**src/hw/rtl/soqt_pkg.sv**
```systemverilog
// Shared types and codes for the sphere overlap query table.
package soqt_pkg;

    typedef enum logic [2:0] {
        KIND_ADD    = 3'd0,
        KIND_REMOVE = 3'd1,
        KIND_QUERY  = 3'd2,
        KIND_CLEAR  = 3'd3,
        KIND_FIND   = 3'd4
    } t_kind;

    localparam logic [1:0] STATUS_OK   = 2'd0;
    localparam logic [1:0] STATUS_FULL = 2'd1;
    localparam logic [1:0] STATUS_BAD  = 2'd2;

    localparam int RESULT_CAP = 64;

    typedef struct packed {
        logic [15:0]        handle;
        logic [15:0]        radius;
        logic signed [15:0] z;
        logic signed [15:0] y;
        logic signed [15:0] x;
    } t_entry;

    typedef struct packed {
        logic        last;
        logic        found;
        logic [5:0]  hit_index;
        logic [15:0] hit_handle;
        logic        hit_valid;
        logic [1:0]  status;
    } t_res;

endpackage

```
**src/hw/rtl/soqt_dist.sv**
```systemverilog
// Shared squaring unit: sums the squared axis distances and compares with (r1+r2)^2.
module soqt_dist import soqt_pkg::*; (
    input  logic   i_clk,
    input  logic   i_rst_n,
    input  logic   i_start,
    input  t_entry i_query,
    input  t_entry i_entry,
    output logic   o_done,
    output logic   o_hit
);
    logic        r_busy;
    logic [1:0]  r_step;
    logic        r_pv;
    logic [1:0]  r_pstep;
    logic [33:0] r_prod;
    logic [35:0] r_acc;
    logic        r_done;
    logic        r_hit;

    logic signed [16:0] diff;
    logic [16:0]        op;

    always_comb begin
        diff = '0;
        op   = '0;
        case (r_step)
            2'd0: diff = $signed({i_query.x[15], i_query.x}) - $signed({i_entry.x[15], i_entry.x});
            2'd1: diff = $signed({i_query.y[15], i_query.y}) - $signed({i_entry.y[15], i_entry.y});
            2'd2: diff = $signed({i_query.z[15], i_query.z}) - $signed({i_entry.z[15], i_entry.z});
            default: diff = '0;
        endcase
        if (r_step == 2'd3) begin
            op = {1'b0, i_query.radius} + {1'b0, i_entry.radius};
        end else begin
            op = diff[16] ? 17'(-diff) : 17'(diff);
        end
    end

    always_ff @(posedge i_clk) begin
        if (!i_rst_n) begin
            r_busy <= 1'b0;
            r_step <= '0;
            r_pv   <= 1'b0;
            r_done <= 1'b0;
        end else begin
            r_done <= r_pv && (r_pstep == 2'd3);
            r_pv   <= r_busy;
            if (i_start) begin
                r_busy <= 1'b1;
                r_step <= '0;
            end else if (r_busy) begin
                r_step <= r_step + 2'd1;
                if (r_step == 2'd3) begin
                    r_busy <= 1'b0;
                end
            end
        end
    end

    // The product register separates the multiplier from the accumulator.
    always_ff @(posedge i_clk) begin
        r_pstep <= r_step;
        r_prod  <= op * op;
        if (r_pv) begin
            case (r_pstep)
                2'd0:    r_acc <= {2'b00, r_prod};
                2'd3:    r_hit <= r_acc < {2'b00, r_prod};
                default: r_acc <= r_acc + {2'b00, r_prod};
            endcase
        end
    end

    assign o_done = r_done;
    assign o_hit  = r_hit;
endmodule

```
**config.mk**
```make
export PLATFORM = sky130hd
export DESIGN_NAME = soqt_dist
export DESIGN_NICKNAME = d
export VERILOG_FILES = /design/src/hw/rtl/soqt_pkg.sv /design/src/hw/rtl/soqt_dist.sv
export SDC_FILE = /design/constraint.sdc
export NUM_CORES = 1
export LEC_CHECK = 0
export BUFFER_PORTS_ARGS = -buffer_cell sky130_fd_sc_hd__buf_2
export CORE_AREA = 2 2 192 232
export CTS_BUF_LIST = sky130_fd_sc_hd__clkbuf_8
export DETAILED_ROUTE_END_ITERATION = 10
export DIE_AREA = 0 0 194 234
export PLACE_DENSITY = 0.65
export SYNTH_ARGS = -nofsm -noshare
export SYNTH_HDL_FRONTEND = slang
export SYNTH_SLANG_ARGS = --single-unit
```
**constraint.sdc**
```tcl
create_clock -name i_clk -period 9.83 [get_ports i_clk]
set_input_delay 0.983 -clock i_clk [delete_from_list [all_inputs] [get_ports i_clk]]
set_output_delay 0.983 -clock i_clk [all_outputs]
set_load 0.02 [all_outputs]
```
# Yosys cells after proc, flatten, opt, wreduce, memory -nomap -nowiden
# Index checks and enable logic that the tools add are counted.
# Widths: inputs -> output; s select.
[word_totals]
mem_bits_ro = 0
n_memories = 0
word_cells = 36
ram_bits = 0
out_inout_bits = 2
ff_bits = 78
latch_bits = 0
[op_classes]
n_mul = 1
div = 0
n_shift = 0
add_sub_neg = 7
eq_ne = 4
mux = 7
n_bitwise = 2
magnitude_cmp = 1
reduce_logical = 6
[op_table]
columns = ["op", "count"]
rows = [
  ["$pmux 36 s2", 1],
  ["$pmux 17 s3", 1],
  ["$sub 16x16->17", 3],
  ["$add 36x34->36", 1],
  ["$lt 36x34->1", 1],
  ["$mul 17x17->34", 1],
  ["$mux 17", 2],
  ["$add 16x16->17", 1],
  ["$neg 17->17", 1],
  ["$eq 2x2->1 const B", 3],
  ["$logic_not 2->1", 2],
  ["$reduce_and 2->1", 2],
  ["$mux 1", 3],
  ["$add 2x1->2 const B", 1],
  ["$eq 2x1->1 const B", 1],
  ["$not 1->1", 2],
  ["$reduce_or 2->1", 1],
  ["$logic_and 1x1->1", 1],
]

# Depth between registers and ports, before layout
[depth]
ltp_word = 6
ltp_mapped = 40
depth_no_buf = 39

# Worst setup path after synthesis
# OpenSTA, ideal clock, no wires.
[synth_timing]
kind = "input to register"
startpoint = "input i_query[16] (netlist name)"
endpoint = "register r_prod[33]"
slack_ns = 0.125
required_time_ns = 9.701
cell_stages = 37
setup_ns = 0.129
n_path_buf = 2
arrival_ns = 9.575
path_cell_list = "inv_1 > ha_1 > fa_1 > nor2b_1 > o31ai_1 > a211oi_1 > o311ai_0 > a21oi_1 > o311a_1 > clkbuf_1 > nor2_1 > xnor2_1 > a21oi_1 > clkbuf_1 > nand2b_1 > inv_1 > fa_1 > inv_1 > fa_1 > inv_1 > fa_1 > fa_1 > fa_1 > inv_1 > fa_1 > inv_1 > ha_1 > a211o_1 > a2111oi_0 > o31ai_1 > a21oi_1 > o21ai_0 > o21ai_0 > a21oi_1 > o21a_1 > nor2_1 > xnor3_1"
[synth_via]
elab_chain_cells = 6
[synth_lines]
columns = ["item", "line_no", "text"]
rows = [
  ["start: declaration", "soqt_dist.sv:6", "input t_entry i_query,"],
  ["$sub 16x16->17 *", "soqt_dist.sv:28", "2'd1: diff = $signed({i_query.y[15], i_query.y}) - $signed({i_entry.y[15], i_entry.y});"],
  ["$pmux 17 s3 *", "soqt_dist.sv:26", "case (r_step)"],
  ["$neg 17->17", "soqt_dist.sv:35", "op = diff[16] ? 17'(-diff) : 17'(diff);"],
  ["$mux 17 *", "soqt_dist.sv:35", ""],
  ["$mux 17 *", "soqt_dist.sv:32", "if (r_step == 2'd3) begin"],
  ["$mul 17x17->34 *", "soqt_dist.sv:63", "r_prod <= op * op;"],
  ["end signal: assignment", "soqt_dist.sv:63", ""],
  ["end: declaration", "soqt_dist.sv:15", "logic [33:0] r_prod;"],
]
# Mark *: on every way between the ends. The rest lies on a longest branch, timed or not.
# A chain may end at the register's enable or synchronous reset.

# Worst setup path after layout
[layout_timing]
startpoint = "input i_query[0] (netlist name)"
endpoint = "register r_prod[33]"
[layout_via]
elab_chain_cells = 6
[layout_lines]
columns = ["item", "line_no", "text"]
rows = [
  ["$sub 16x16->17 *", "soqt_dist.sv:27", "2'd0: diff = $signed({i_query.x[15], i_query.x}) - $signed({i_entry.x[15], i_entry.x});"],
  ["$pmux 17 s3 *", "soqt_dist.sv:26", ""],
  ["$neg 17->17", "soqt_dist.sv:35", ""],
  ["$mux 17 *", "soqt_dist.sv:35", ""],
  ["$mux 17 *", "soqt_dist.sv:32", ""],
  ["$mul 17x17->34 *", "soqt_dist.sv:63", ""],
]
# Marks and branches as above.

==> impl_results.md <==
- CP max FO: 4
- Worst Max-Slew Pin Slew: 1.182 ns
- Reg-to-reg endpoint: r_prod[33]
- Initial Utilization: 39.46%
- Routed Antenna Nets: 0
- Final setup fails: 0
- CTS clk-pin slew, worst paths: 0.10 ns
- Synth Area per Inst: 8.335 sq um
- Number of synthesized register bits: 77
- Largest net degree at the start of global routing: 44
- Die Ht: 234 um
- Fin nets: 3005
- Hold path endpoint: r_pstep[1]
- Design Area, Final: 20610 sq um
- H-Tree Depth: 3
- Post-Syn Nets: 2651
- Mapped Area: 17090 sq um
- Count leader, synth: inv_1
- DR pass1 iterations: 5
- Worst hold stages: 0
- Initial DRC Count: 728
- Post-synth EDFFs: 37
- FF-to-FF setup slack: 0.89 ns
- Share of cells above drive strength 1: 20.13%
- Die area: 45400 sq um
- Clock Skew: 0.01655 ns
- Slowest CP cell: fa_1
- Clk root buf: clkbuf_8
- CTS Buffer Depth: 2
- Layout area overhead: 20.61%
- Final Critical Period: 9.428 ns
- Core footprint: 43300 sq um
- Hold crit path type: reg2reg
- Top cell type's share of synthesized area: 22.85%
- Crit-path most repeated cell: fa_1
- CP arrival: 9.68 ns
- Vias in the first global route: 16178
- Async SR Flop Fraction: 0%
- R2R depth: 35
- Number of port buffers: 132
- Setup crit end kind: register
- Achievable frequency: 0.1061 GHz
- Num CTS Buffers: 9
- Filler instances: 4229
- Total GRT Usage: 20.28%
- Grt ovf: 0
- Max cap viols: 0
- Tcrit/Tclk final: 95.91%
- Hold path start: r_step[1]
- Top cells by count, synth: 374 x inv_1, 243 x ha_1, 195 x fa_1
- Worst path required time: 10.08 ns
- Row cnt: 84
- Min Hold Slack: 0.4263 ns
- Synth Flop Type: dfxtp_1
- Sequential share of the synthesized area: 11.19%
- Hold Vio Cnt, Final: 0
- CTS sink cnt: 77
- Crit path largest cell delay: 0.55 ns
- Crit Path Class: in2reg
- DP HPWL: 39500 um
- Post-Syn Instances: 2050
- Top cell type by total area after synthesis: fa_1
- Yosys cell types: 86
- CP top delay family: adder cells
- Status: finished clean
- Initial antenna violation count: 2
- Max Slew Vio Count: 0
- Io pins: 165
- Final wirelength: 45340 um
- Vias: 15237
- Placed Area: 20260 sq um
- Global-route wire length before repair: 75680 um
- Most area-consuming cells after synthesis: fa_1 23%, ha_1 18%, inv_1 8.2%
- Yosys warning total: 0
- Worst reg2reg path startpoint: r_step[0]
- Via/cell ratio: 5.132
- CTS Hold Bufs: 0
- DRC: 0
- Worst path bufs/invs: 8
- Slew Limit Headroom: 20.18%
- DIE WIDTH: 194 um
- Startpoint Class: input port
- CTS tree: built
- Wire per inst: 15.27 um
- RD Place Congestion: 0.9630
- Worst-Skew Late Latency: 0.39 ns
[routing by layer]
metal	share of wire, %	routed length [um]	track usage (%)	up-vias
met2	53	23880	39.79	346
met3	3.4	1550	1.582	82
met4	3.0	1355	6.747	4
li1	-	-	-	7513
met5	0.051	23	0	-
met1	41	18530	23.08	7292
[final cells by class]
class	count	area [sq um]	share of cell area (%)
Multi-Input combinational cell	1540	13710	66.51
Inverter	376	1411	6.848
Clock buffer	9	123.9	0.6011
Tap cell	559	699.4	3.394
Antenna cell	1	2.502	0.01214
Sequential cell	77	1912	9.277
Clock inverter	7	55.05	0.2671
Timing Repair Buffer	400	2698	13.09
[worst max-delay path by stage]
stage | from | to | slack, ns | depth (start not counted)
4_1_cts | i_query[0] | r_prod[33] | 0.02 | 39
3_5_place_dp | i_query[32] | r_prod[33] | -0.63 | 38
3_3_place_gp | i_query[32] | r_prod[33] | -0.40 | 38
6_report | i_query[0] | r_prod[33] | 0.40 | 39
5_1_grt | i_entry[17] | r_prod[33] | -0.03 | 37
2_1_floorplan | i_query[16] | r_prod[33] | 0.13 | 37
[sequential cells by signal, summed over array words and instances (netlist names)]
signal,flops
r_step,2
o_done,1
r_acc,36
r_pv,1
r_busy,1
r_pstep,2
r_prod,33
o_hit,1
[what timing repair did]
| action | 4_1_cts | 5_1_grt |
|---|---|---|
| pin swaps | 0 | 2 |
| resized for setup | 2 | 31 |
| hold endpoints to repair | 0 | 0 |
| endpoints found under the setup margin | 2 | 5 |
| buffers inserted | 0 | 1 |
[cell families after synthesis]
family	after synthesis	synth area share, %
muxes	22	1.377
and+or+nand+nor	547	15.43
adders and majority gates	438	40.64
buffers and inverters	433	9.578
DFF	77	11.19
xor gates and xnor gates	103	5.360
AOI/OAI and AO/OA	430	16.43
[cell usage in the layout, fill, tap and decap left out, types with 6 or more instances in the layout]
master,instances
or2_2,25
nor4_1,9
buf_2,132
or3_1,10
edfxtp_1,37
nand4_1,13
o31ai_1,12
inv_1,374
xnor2_1,82
nand2_1,125
xor2_1,20
nand3b_1,6
and2_1,17
nor2b_1,17
clkbuf_8,9
ha_1,243
a21oi_1,123
a211oi_1,16
nand3_1,26
nor3_1,20
fa_1,195
o211ai_1,8
o21a_1,16
buf_4,266
nand2b_1,58
mux2i_1,18
dfxtp_1,40
o2111ai_1,6
a21o_1,28
o21ai_0,89
and3_1,10
nor2_1,185
a31oi_1,15
o21bai_1,21
[stage by stage]
step	instances	utilization, %	setup slack, ns	setup TNS, ns
floorplan	2050	-	0.1253	0
global placement	2951	46.80	-0.3965	-0.4784
detailed placement	2951	46.80	-0.6264	-1.531
CTS	2967	47.23	0.01597	0
global route	2968	47.59	-0.02630	-0.02630
finish	2969	47.59	0.4019	0
Power is left out: the tool's default activity adds up to more than one toggle a clock period on the data nets, which glitch-free logic cannot reach.
